## config.mk

```make
export PLATFORM = sky130hd
export DESIGN_NAME = nearest_light_sorted_list
export DESIGN_NICKNAME = d
export VERILOG_FILES = /design/src/rtl/nlsl_pkg.sv /design/src/rtl/nlsl_cell.sv /design/src/rtl/nearest_light_sorted_list.sv
export SDC_FILE = /design/constraint.sdc
export NUM_CORES = 1
export LEC_CHECK = 0
export ABC_AREA = 1
export BUFFER_PORTS_ARGS = -buffer_cell sky130_fd_sc_hd__buf_4
export CORE_ASPECT_RATIO = 1.25
export CORE_UTILIZATION = 44
export DETAILED_ROUTE_END_ITERATION = 8
export GPL_TIMING_DRIVEN = 0
export HOLD_SLACK_MARGIN = 0.12
export SETUP_SLACK_MARGIN = 0.1
export SLEW_MARGIN = 20
export SYNTH_ARGS = -nofsm -noshare
export SYNTH_HDL_FRONTEND = slang
export SYNTH_SLANG_ARGS = --single-unit
```

## constraint.sdc

```tcl
create_clock -name clk -period 9.7 [get_ports clk]
set_clock_uncertainty 0.15 [all_clocks]
set_input_delay 0.97 -clock clk [delete_from_list [all_inputs] [get_ports clk]]
set_output_delay 0.97 -clock clk [all_outputs]
set_load 0.02 [all_outputs]
```

## src/rtl/nlsl_pkg.sv

```systemverilog
`default_nettype none

package nlsl_pkg;

	localparam int CAPACITY = 8;

	localparam int ID_W   = 16;
	localparam int DIST_W = 32;
	localparam int SLOT_W = 3;
	localparam int REQ_W  = 3;
	localparam int STAT_W = 3;
	localparam int ECNT_W = 4;

	localparam int POS_W = (CAPACITY > 1) ? $clog2(CAPACITY) : 1;
	// Cell positions and slot indexes are compared at this common width.
	localparam int CMP_W = (POS_W > SLOT_W) ? POS_W : SLOT_W;
	localparam int CNT_W = $clog2(CAPACITY + 1);

	localparam int IN_DATA_W  = 56;
	localparam int OUT_DATA_W = 56;

	localparam logic [REQ_W-1:0] REQ_INSERT    = 3'd0;
	localparam logic [REQ_W-1:0] REQ_REMOVE_ID = 3'd1;
	localparam logic [REQ_W-1:0] REQ_REMOVE_AT = 3'd2;
	localparam logic [REQ_W-1:0] REQ_CLEAR     = 3'd3;
	localparam logic [REQ_W-1:0] REQ_READ      = 3'd4;

	localparam logic [STAT_W-1:0] ST_OK        = 3'd0;
	localparam logic [STAT_W-1:0] ST_FULL      = 3'd1;
	localparam logic [STAT_W-1:0] ST_DUP       = 3'd2;
	localparam logic [STAT_W-1:0] ST_NOT_FOUND = 3'd3;
	localparam logic [STAT_W-1:0] ST_RANGE     = 3'd4;

	typedef struct packed {
		logic              valid;
		logic [ID_W-1:0]   id;
		logic [DIST_W-1:0] distance;
	} nlsl_entry_t;

	// Broadcast to every cell; the do_* strobes are already qualified.
	typedef struct packed {
		logic              do_insert;
		logic              do_rm_id;
		logic              do_rm_at;
		logic              do_clear;
		logic [ID_W-1:0]   light_id;
		logic [DIST_W-1:0] distance_sq;
		logic [CMP_W-1:0]  slot_index;
	} nlsl_cmd_t;

endpackage

`default_nettype wire

```

## src/rtl/nlsl_cell.sv

```systemverilog
`default_nettype none

module nlsl_cell
	import nlsl_pkg::*;
(
	input  wire logic        clk,
	input  wire logic        arst_n,
	input  wire logic [CMP_W-1:0] pos,
	input  wire nlsl_cmd_t   cmd,
	input  wire nlsl_entry_t left_ent,
	input  wire logic        left_gt,
	input  wire logic        left_seen,
	input  wire nlsl_entry_t right_ent,
	output nlsl_entry_t      ent,
	output logic             gt,
	output logic             seen,
	output logic             match
);

	logic              valid_q;
	logic [ID_W-1:0]   id_q;
	logic [DIST_W-1:0] dist_q;
	nlsl_entry_t       nxt;

	// Empty cells count as farther than anything, so an insert lands after the last entry.
	assign gt    = !valid_q || (cmd.distance_sq < dist_q);
	assign match = valid_q && (id_q == cmd.light_id);
	assign seen  = left_seen || match;

	assign ent.valid    = valid_q;
	assign ent.id       = id_q;
	assign ent.distance = dist_q;

	always_comb begin
		nxt = ent;
		priority if (cmd.do_clear) begin
			nxt.valid = 1'b0;
		end else if (cmd.do_insert) begin
			if (left_gt) begin
				nxt = left_ent;
			end else if (gt) begin
				nxt.valid    = 1'b1;
				nxt.id       = cmd.light_id;
				nxt.distance = cmd.distance_sq;
			end
		end else if (cmd.do_rm_id) begin
			if (seen) begin
				nxt = right_ent;
			end
		end else if (cmd.do_rm_at) begin
			if (pos >= cmd.slot_index) begin
				nxt = right_ent;
			end
		end
	end

	always_ff @(posedge clk or negedge arst_n) begin
		if (!arst_n) begin
			valid_q <= 1'b0;
		end else begin
			valid_q <= nxt.valid;
		end
	end

	always_ff @(posedge clk) begin
		id_q   <= nxt.id;
		dist_q <= nxt.distance;
	end

endmodule

`default_nettype wire

```

## src/rtl/nearest_light_sorted_list.sv

```systemverilog
// Channel  Dir  tdata (low bit first)                          tuser
// s_*      in   light_id[15:0], distance_sq[47:16],            req_type[2:0]
//               slot_index[50:48], zero fill to 56
// m_*      out  entry_count[3:0], read_id[19:4],               status[2:0]
//               read_distance[51:20], zero fill to 56
//
// One request per cycle: every cell compares and shifts in the cycle the beat is accepted,
// and the result is held in one output register.
// The critical path runs along the chain of cells for remove by id (match seen so far).
// Reset empties every cell at once; no clearing pass is needed.
// A result waiting on m_tready stalls s_tready only while the output register cannot drain.
`default_nettype none

module nearest_light_sorted_list
	import nlsl_pkg::*;
(
	input  wire logic                  clk,
	input  wire logic                  arst_n,
	input  wire logic                  s_tvalid,
	output logic                       s_tready,
	input  wire logic [IN_DATA_W-1:0]  s_tdata,  // light_id, distance_sq, slot_index
	input  wire logic [REQ_W-1:0]      s_tuser,  // req_type
	output logic                       m_tvalid,
	input  wire logic                  m_tready,
	output logic [OUT_DATA_W-1:0]      m_tdata,  // entry_count, read_id, read_distance
	output logic [STAT_W-1:0]          m_tuser   // status
);

	logic                  m_tvalid_q;
	logic [OUT_DATA_W-1:0] m_tdata_q;
	logic [STAT_W-1:0]     m_tuser_q;
	logic [CNT_W-1:0]      count_q;

	logic                  accept;
	logic [REQ_W-1:0]      req_type;
	logic [ID_W-1:0]       light_id;
	logic [DIST_W-1:0]     distance_sq;
	logic [SLOT_W-1:0]     slot_index;

	nlsl_cmd_t             cmd;
	nlsl_entry_t           cell_ent [CAPACITY];
	logic [CAPACITY-1:0]   cell_valid;
	logic [CAPACITY-1:0]   gt_w;
	logic [CAPACITY-1:0]   seen_w;
	logic [CAPACITY-1:0]   match_w;

	logic                  full;
	logic                  found;
	nlsl_entry_t           rd_ent;
	logic                  rd_hit;
	logic [STAT_W-1:0]     status;
	logic [CNT_W-1:0]      count_nx;
	logic [CNT_W+ECNT_W-1:0] cnt_wide;
	logic [ID_W-1:0]       rd_id;
	logic [DIST_W-1:0]     rd_dist;

	assign s_tready = !m_tvalid_q || m_tready;
	assign accept   = s_tvalid && s_tready;

	assign req_type    = s_tuser;
	assign light_id    = s_tdata[ID_W-1:0];
	assign distance_sq = s_tdata[ID_W+DIST_W-1:ID_W];
	assign slot_index  = s_tdata[ID_W+DIST_W+SLOT_W-1:ID_W+DIST_W];

	assign full  = cell_ent[CAPACITY-1].valid;
	assign found = |match_w;

	always_comb begin
		cmd             = '0;
		cmd.light_id    = light_id;
		cmd.distance_sq = distance_sq;
		cmd.slot_index  = CMP_W'(slot_index);
		cmd.do_insert   = accept && (req_type == REQ_INSERT) && !full && !found;
		cmd.do_rm_id    = accept && (req_type == REQ_REMOVE_ID);
		cmd.do_rm_at    = accept && (req_type == REQ_REMOVE_AT) && rd_hit;
		cmd.do_clear    = accept && (req_type == REQ_CLEAR);
	end

	for (genvar i = 0; i < CAPACITY; i++) begin : g_cell
		nlsl_entry_t left_ent;
		nlsl_entry_t right_ent;
		logic        left_gt;
		logic        left_seen;

		if (i == 0) begin : g_head
			assign left_ent  = '0;
			assign left_gt   = 1'b0;
			assign left_seen = 1'b0;
		end else begin : g_body
			assign left_ent  = cell_ent[i-1];
			assign left_gt   = gt_w[i-1];
			assign left_seen = seen_w[i-1];
		end

		if (i == CAPACITY - 1) begin : g_tail
			assign right_ent = '0;
		end else begin : g_next
			assign right_ent = cell_ent[i+1];
		end

		nlsl_cell u_cell (
			.clk       (clk),
			.arst_n    (arst_n),
			.pos       (CMP_W'(i)),
			.cmd       (cmd),
			.left_ent  (left_ent),
			.left_gt   (left_gt),
			.left_seen (left_seen),
			.right_ent (right_ent),
			.ent       (cell_ent[i]),
			.gt        (gt_w[i]),
			.seen      (seen_w[i]),
			.match     (match_w[i])
		);

		assign cell_valid[i] = cell_ent[i].valid;
	end

	// Valid cells form a prefix, so a slot is in range exactly when its cell is valid.
	always_comb begin
		rd_ent = '0;
		for (int i = 0; i < CAPACITY; i++) begin
			if (CMP_W'(i) == CMP_W'(slot_index)) begin
				rd_ent = cell_ent[i];
			end
		end
	end
	assign rd_hit = rd_ent.valid;

	always_comb begin
		status   = ST_OK;
		count_nx = count_q;
		rd_id    = '0;
		rd_dist  = '0;
		unique case (req_type)
			REQ_INSERT: begin
				if (full) begin
					status = ST_FULL;
				end else if (found) begin
					status = ST_DUP;
				end else begin
					count_nx = count_q + CNT_W'(1);
				end
			end
			REQ_REMOVE_ID: begin
				if (found) begin
					count_nx = count_q - CNT_W'(1);
				end else begin
					status = ST_NOT_FOUND;
				end
			end
			REQ_REMOVE_AT: begin
				if (rd_hit) begin
					count_nx = count_q - CNT_W'(1);
				end else begin
					status = ST_RANGE;
				end
			end
			REQ_CLEAR: begin
				count_nx = '0;
			end
			REQ_READ: begin
				if (rd_hit) begin
					rd_id   = rd_ent.id;
					rd_dist = rd_ent.distance;
				end else begin
					status = ST_RANGE;
				end
			end
			default: begin
				status = ST_OK;
			end
		endcase
	end

	assign cnt_wide = {{ECNT_W{1'b0}}, count_nx};

	always_ff @(posedge clk or negedge arst_n) begin
		if (!arst_n) begin
			m_tvalid_q <= 1'b0;
			count_q    <= '0;
		end else begin
			if (accept) begin
				m_tvalid_q <= 1'b1;
				count_q    <= count_nx;
			end else if (m_tready) begin
				m_tvalid_q <= 1'b0;
			end
		end
	end

	always_ff @(posedge clk) begin
		if (accept) begin
			m_tdata_q <= OUT_DATA_W'({rd_dist, rd_id, cnt_wide[ECNT_W-1:0]});
			m_tuser_q <= status;
		end
	end

	assign m_tvalid = m_tvalid_q;
	assign m_tdata  = m_tdata_q;
	assign m_tuser  = m_tuser_q;

	a_count_tracks_cells: assert property (@(posedge clk) disable iff (!arst_n)
		$countones(cell_valid) == 32'(count_q))
		else $error("entry count disagrees with occupied cells");

	a_count_bound: assert property (@(posedge clk) disable iff (!arst_n)
		count_q <= CNT_W'(CAPACITY))
		else $error("entry count above capacity");

	a_clear_empties: assert property (@(posedge clk) disable iff (!arst_n)
		accept && (req_type == REQ_CLEAR) |=> (count_q == '0) && (cell_valid == '0))
		else $error("clear left entries behind");

	a_insert_grows: assert property (@(posedge clk) disable iff (!arst_n)
		cmd.do_insert |=> count_q == $past(count_q) + CNT_W'(1))
		else $error("successful insert did not add one entry");

	a_beat_gives_result: assert property (@(posedge clk) disable iff (!arst_n)
		accept |=> m_tvalid)
		else $error("accepted beat produced no result");

endmodule

`default_nettype wire

```

# Word-level counts from Yosys, hierarchy flattened
# Index checks and enable logic that the tools add are counted.
# word_totals
regBits	452
inputBits	63
out_inout_bits	61
elab_cells	264
# classes
add_sub_neg	2
magnitude_cmp	16
eq_ne	51
mux	83
bitwise	1
reduce_logical	82
# op_table
operator	count
$mux W49	63
$lt A32 B32 Y1	8
$eq A16 B16 Y1	8
$ne A4 B2 Y1 const B	15
$ne A3 B1 Y1 const B	15
$reduce_and A5 Y1	8
$reduce_bool A4 Y1	9
$reduce_and A4 Y1	8
$reduce_bool A3 Y1	9
$logic_and A1 B1 Y1	16
$logic_or A1 B1 Y1	16
$mux W4	4
$pmux W4 S4	1
$eq A3 B3 Y1 const A	4
$ge A3 B3 Y1 const A	4
$logic_not A1 Y1	10
$mux W1	10
$pmux W3 S3	1
$reduce_or A8 Y1	1
$eq A2 B3 Y1 const A	2
$eq A3 B2 Y1 const B	2
$ge A1 B3 Y1 const A	2
$ge A2 B3 Y1 const A	2
$logic_not A3 Y1	2
13 further kinds	15

# Depth between registers and ports, before layout
# depth
word_depth	14
mapped_depth	19

# Hierarchy
# A second synthesis with hierarchy kept.
# unflattened
hier_cells	4749
hier_area_um2	35401.5
# modules_own_cells
mod	n_inst	cells_each	area_per_inst_um2	seq_area_each_um2
nlsl_cell (g_cell[0].u_cell ...)	5	495	3767.4	1466.4
nlsl_cell (g_cell[5].u_cell ...)	3	498	3783.6	1466.4
nearest_light_sorted_list	1	780	5213.8	1776.7

# Worst setup path before layout
# No wires, ideal clock.
# synth_path
path_type	input to register
start	input port m_tready
end	register g_cell[6].u_cell.dist_q[0], enable pin
setup_ns	0.526
arrival_time_ns	7.447
slack_ns	1.578
stages	10
path_buffers	2
cell_sequence	inv_1 > nand2_1 > nand2_1 > inv_1 > clkbuf_1 > nand4_4 > buf_2 > nand2_2 > inv_1 > a211oi_1
# synth_between
elab_chain_cells	7
# synth_lines
item	line	rtl
start, declared	nearest_light_sorted_list.sv:24	input wire logic m_tready,
$logic_or A1 B1 Y1 (*)	nearest_light_sorted_list.sv:57	assign s_tready = !m_tvalid_q || m_tready;
via s_tready	nearest_light_sorted_list.sv:20	output logic s_tready,
$logic_and A1 B1 Y1 (*)	nearest_light_sorted_list.sv:58	assign accept = s_tvalid && s_tready;
via accept	nearest_light_sorted_list.sv:34	logic accept;
$logic_and A1 B1 Y1 (3 in series)	nearest_light_sorted_list.sv:73	cmd.do_insert = accept && (req_type == REQ_INSERT) && !full && !found;
$ne A3 B1 Y1 (no source line) or $reduce_bool A3 Y1 (tied branches)	n/a	
$reduce_and A5 Y1 (no source line) (*)	n/a	
end signal, assigned	nlsl_cell.sv:67	dist_q <= nxt.distance;
end, declared	nlsl_cell.sv:22	logic [DIST_W-1:0] dist_q;
# Mark *: on every way through the listed nets, which the timed path passes. The rest lies on a longest branch.
# A chain may end at the register's enable or synchronous reset.

# Worst setup path after layout
# layout_path
start	input port s_tdata[50]
end	register g_cell[0].u_cell.dist_q[4], enable pin
# layout_between
elab_chain_cells	12
# layout_lines
item	line	rtl
start, declared	nearest_light_sorted_list.sv:21	input wire logic [IN_DATA_W-1:0] s_tdata,
$logic_not A3 Y1	nearest_light_sorted_list.sv:123	if (CMP_W'(i) == CMP_W'(slot_index)) begin
$mux W49 (8 in series)	nearest_light_sorted_list.sv:123	
$logic_and A1 B1 Y1	nearest_light_sorted_list.sv:75	cmd.do_rm_at = accept && (req_type == REQ_REMOVE_AT) && rd_hit;
$reduce_bool A3 Y1 (no source line)	n/a	
$reduce_and A5 Y1 (no source line) (*)	n/a	
end signal, assigned	nlsl_cell.sv:67	
end, declared	nlsl_cell.sv:22	
# Mark *: on every way between the ends. The rest lies on a longest branch, timed or not.

==> run metrics <==
Skew-Pair Late Insertion Delay 0.66 ns; sequential area share after synthesis 0.4388; worst slew pin tran 1.345 ns; placed cell count 4,796; Min-Delay Path Class flop to flop; yosys warns 0; TritonCTS buffer count 53; Cell Int Power 3.693 mW; Max VDD drop 0.0001836 V; hold wc startpoint m_tvalid; Cell Area, Synth 30,780 µm²; drt drc 0; Worst Path Max Fanout 13; row count 108; Synth-to-Final Area Change 14.01%; top cells by area, synth edfxtp_1 (43%), o21ai_0 (12%), ha_1 (8.9%); routed wire length 142.1 mm; Largest stage delay, worst path 0.76 ns; Initial Utilization 0.4441; most frequent cells in the layout o21ai_0 (728), nand2_1 (537), a21oi_1 (518); first-pass GRT wire length 201.8 mm; 1st-iter DRT viols 3,922; fin. max-slew vios 0; max-cap viol count 0; root buf cell clkbuf_16; chip height 297.7 µm; Reg clk slew, reported paths 0.06 ns; status finished clean; crit path setup slack, layout 4.649 ns; commonest non-fill, non-tap cell in the layout o21ai_0; initial antenna violation count 2; largest net degree at the start of global routing 39; Synth Instances 3,736; dpl ws 4.413 ns; Reg power frac 0.419; Startpoint Class input port; setup violators final 0; final hold vios 0; WP data required 9.89 ns; All-Layer GR Usage 0.3951; grt total ovfl 0; crit-path most repeated cell inv_1; vias in the first global route 29,230; clock buffer depth 3; average wire per standard cell 28.98 µm; Synth Area per Inst 8.240 µm²; Leak Pwr 14.45 nW; CP Cell Sequence buf_4, inv_1, nor2_1, inv_1, nor2_2, inv_2, o2111ai_1, nand3_1, nand2_1, inv_1, nand2_2, inv_1, a211oi_4, buf_6, buf_6; Avg Vias per Cell 6.286; Die ar. 71,030 µm²; share of post-route cells with drive strength above 1 0.09467; hold_ws 0.3763 ns; CTS tree built; fmax 198.0 MHz; # IOs 124; Sw Pwr 1.699 mW; period utilisation layout 0.5208; Post-CTS Resized 0; CTS sink count 452; fill count 6,856; Core Area 69,320 µm²; register bit count reported by yosys 452; Combinational Power Share 0.180; total power 5.393 mW; Worst path slowest cell a211oi_4; final antenna-violating net count 0; setup repair after global routing missed its margin no; post-detail-place hpwl 103.7 mm; Cell Pwr Density 153.6 nW/µm²; crit path kind input port to flop; vias 30,830; crit end category flop; Setup crit start s_tdata[50]; Die Width 238.6 µm; clock share of power 0.401; top-area cell type share of the netlist area 0.4282; Sw Share 0.3151; Placer Congestion 1.063; Final #Nets 4,199; FF-to-FF Start g_cell[3].u_cell.dist_q[27]; min Tclk post-route 5.051 ns; DRT Pass-1 Iters 7; r2r setup slk 5.11 ns; post-synth top area cell edfxtp_1; post-synth cell types 44; Clock H-tree levels 2; CP arrival 5.24 ns; Port Buf Inserts 99; Finished Layout Cells 4,905; Worst slew margin 0.1033
-- sequential cells by signal, indices dropped and copies added (netlist names) --
name and count:
m_tuser 3, g_cell.u_cell.valid_q 8, g_cell.u_cell.dist_q 256, g_cell.u_cell.id_q 128, count_q 4, m_tdata 52
m_tvalid 1
-- what timing repair did --
action / CTS / global route
hold buffers: 1 / 0
setup buffers: 0 / 0
endpoints found under the hold margin: 13 / 0
-- metal layers --
| metal | up-vias | global-route usage | part of all wire |
|---|---|---|---|
| met5 | - | 0.001377 | 0 |
| met4 | 0 | 0.3106 | 0.092 |
| met3 | 523 | 0.08626 | 0.11 |
| met2 | 2026 | 0.6064 | 0.44 |
| met1 | 14730 | 0.4794 | 0.36 |
| li1 | 13550 | - | - |
-- final timing paths --
| path | to | cells past startpoint |
|---|---|---|
| max | g_cell[0].u_cell.dist_q[4] | 15 |
| min | m_tvalid | 2 |
| max reg2reg | g_cell[3].u_cell.dist_q[17] | 12 |
| min reg2reg | m_tvalid | 2 |
| max in group asynchronous | g_cell[4].u_cell.valid_q | 2 |
| min in group asynchronous | g_cell[2].u_cell.valid_q | 2 |
-- synthesized netlist by cell type --
cell / instances
buf_6: 7
o21ai_1: 44
nor4_1: 7
buf_4: 17
clkinv_1: 1
buf_2: 94
a41oi_1: 14
a2111oi_0: 11
o211ai_1: 26
a221oi_1: 20
xor2_1: 25
inv_2: 12
nand2_1: 537
nor2_2: 1
o22ai_1: 65
a211oi_1: 4
ha_1: 219
a21oi_1: 520
o41ai_1: 8
nor2_4: 3
o21a_1: 14
nor2_1: 158
inv_1: 479
edfxtp_1: 439
o21ai_0: 728
nand3b_1: 3
dfrtp_1: 13
buf_1: 6
clkbuf_1: 108
nand4_4: 1
nor3_1: 20
xnor2_1: 5
nand3_2: 2
a31oi_1: 1
nand2_2: 3
nand3_1: 48
conb_1: 1
o2111ai_1: 9
o221ai_1: 20
a22oi_1: 1
nand4_1: 36
o21ai_2: 1
a21boi_0: 1
and3_1: 4
-- critical path: cells and delay by family --
family	cells	cell delay, ns
buf+inv	8	1.37
compound gates	2	1.37
simple gates	5	1.49
-- per-stage QoR --
| step | area (µm²) | TNS [ns] | util |
|---|---|---|---|
| after global placement | 32710 | -601.43 | 0.4718 |
| after detailed placement | 33270 | 0 | 0.4799 |
| after floorplan | 30790 | 0 | - |
| after CTS | 35070 | 0 | 0.5059 |
| after global routing | 35070 | 0 | 0.5060 |
| final | 35100 | 0 | 0.5063 |
-- power groups by stage --
stage | combinational (mW) | clock (mW) | sequential, mW
finish | 0.971 | 2.16 | 2.26
global route | 1.01 | 2.21 | 2.27
CTS | 0.930 | 2.15 | 2.26
detailed placement | 0.926 | 0 | 2.30
global placement | 0.895 | 0 | 2.31
floorplan | 0.468 | 0 | 2.31
-- logic make-up (layout without fill, tap and decap cells) --
family                   after synthesis  count (layout)  synth area share
AO/OA/AOI/OAI                       1487            1487            0.2583
AND/OR/NAND/NOR                      823             823            0.1093
buffers and inverters                724             946           0.09588
flip-flops                           452             452            0.4388
adder cells (fa/ha/maj)              219             219           0.08901
XOR/XNOR                              30              30          0.008535
other                                  1              13         0.0001218
-- final cells by class --
cell class,instances,area (µm²),area share
clock inverter,30,307.8,0.008770
sequential,452,13510,0.3849
antenna,9,22.52,0.0006417
tap,935,1170,0.03333
timing repair buffer,123,1200,0.03419
multi-input combinational,2563,14420,0.4108
clock buffer,69,1489,0.04242
inverter,492,1847,0.05262
buffer,232,1135,0.03233
Power figures use the tool's default switching activity.
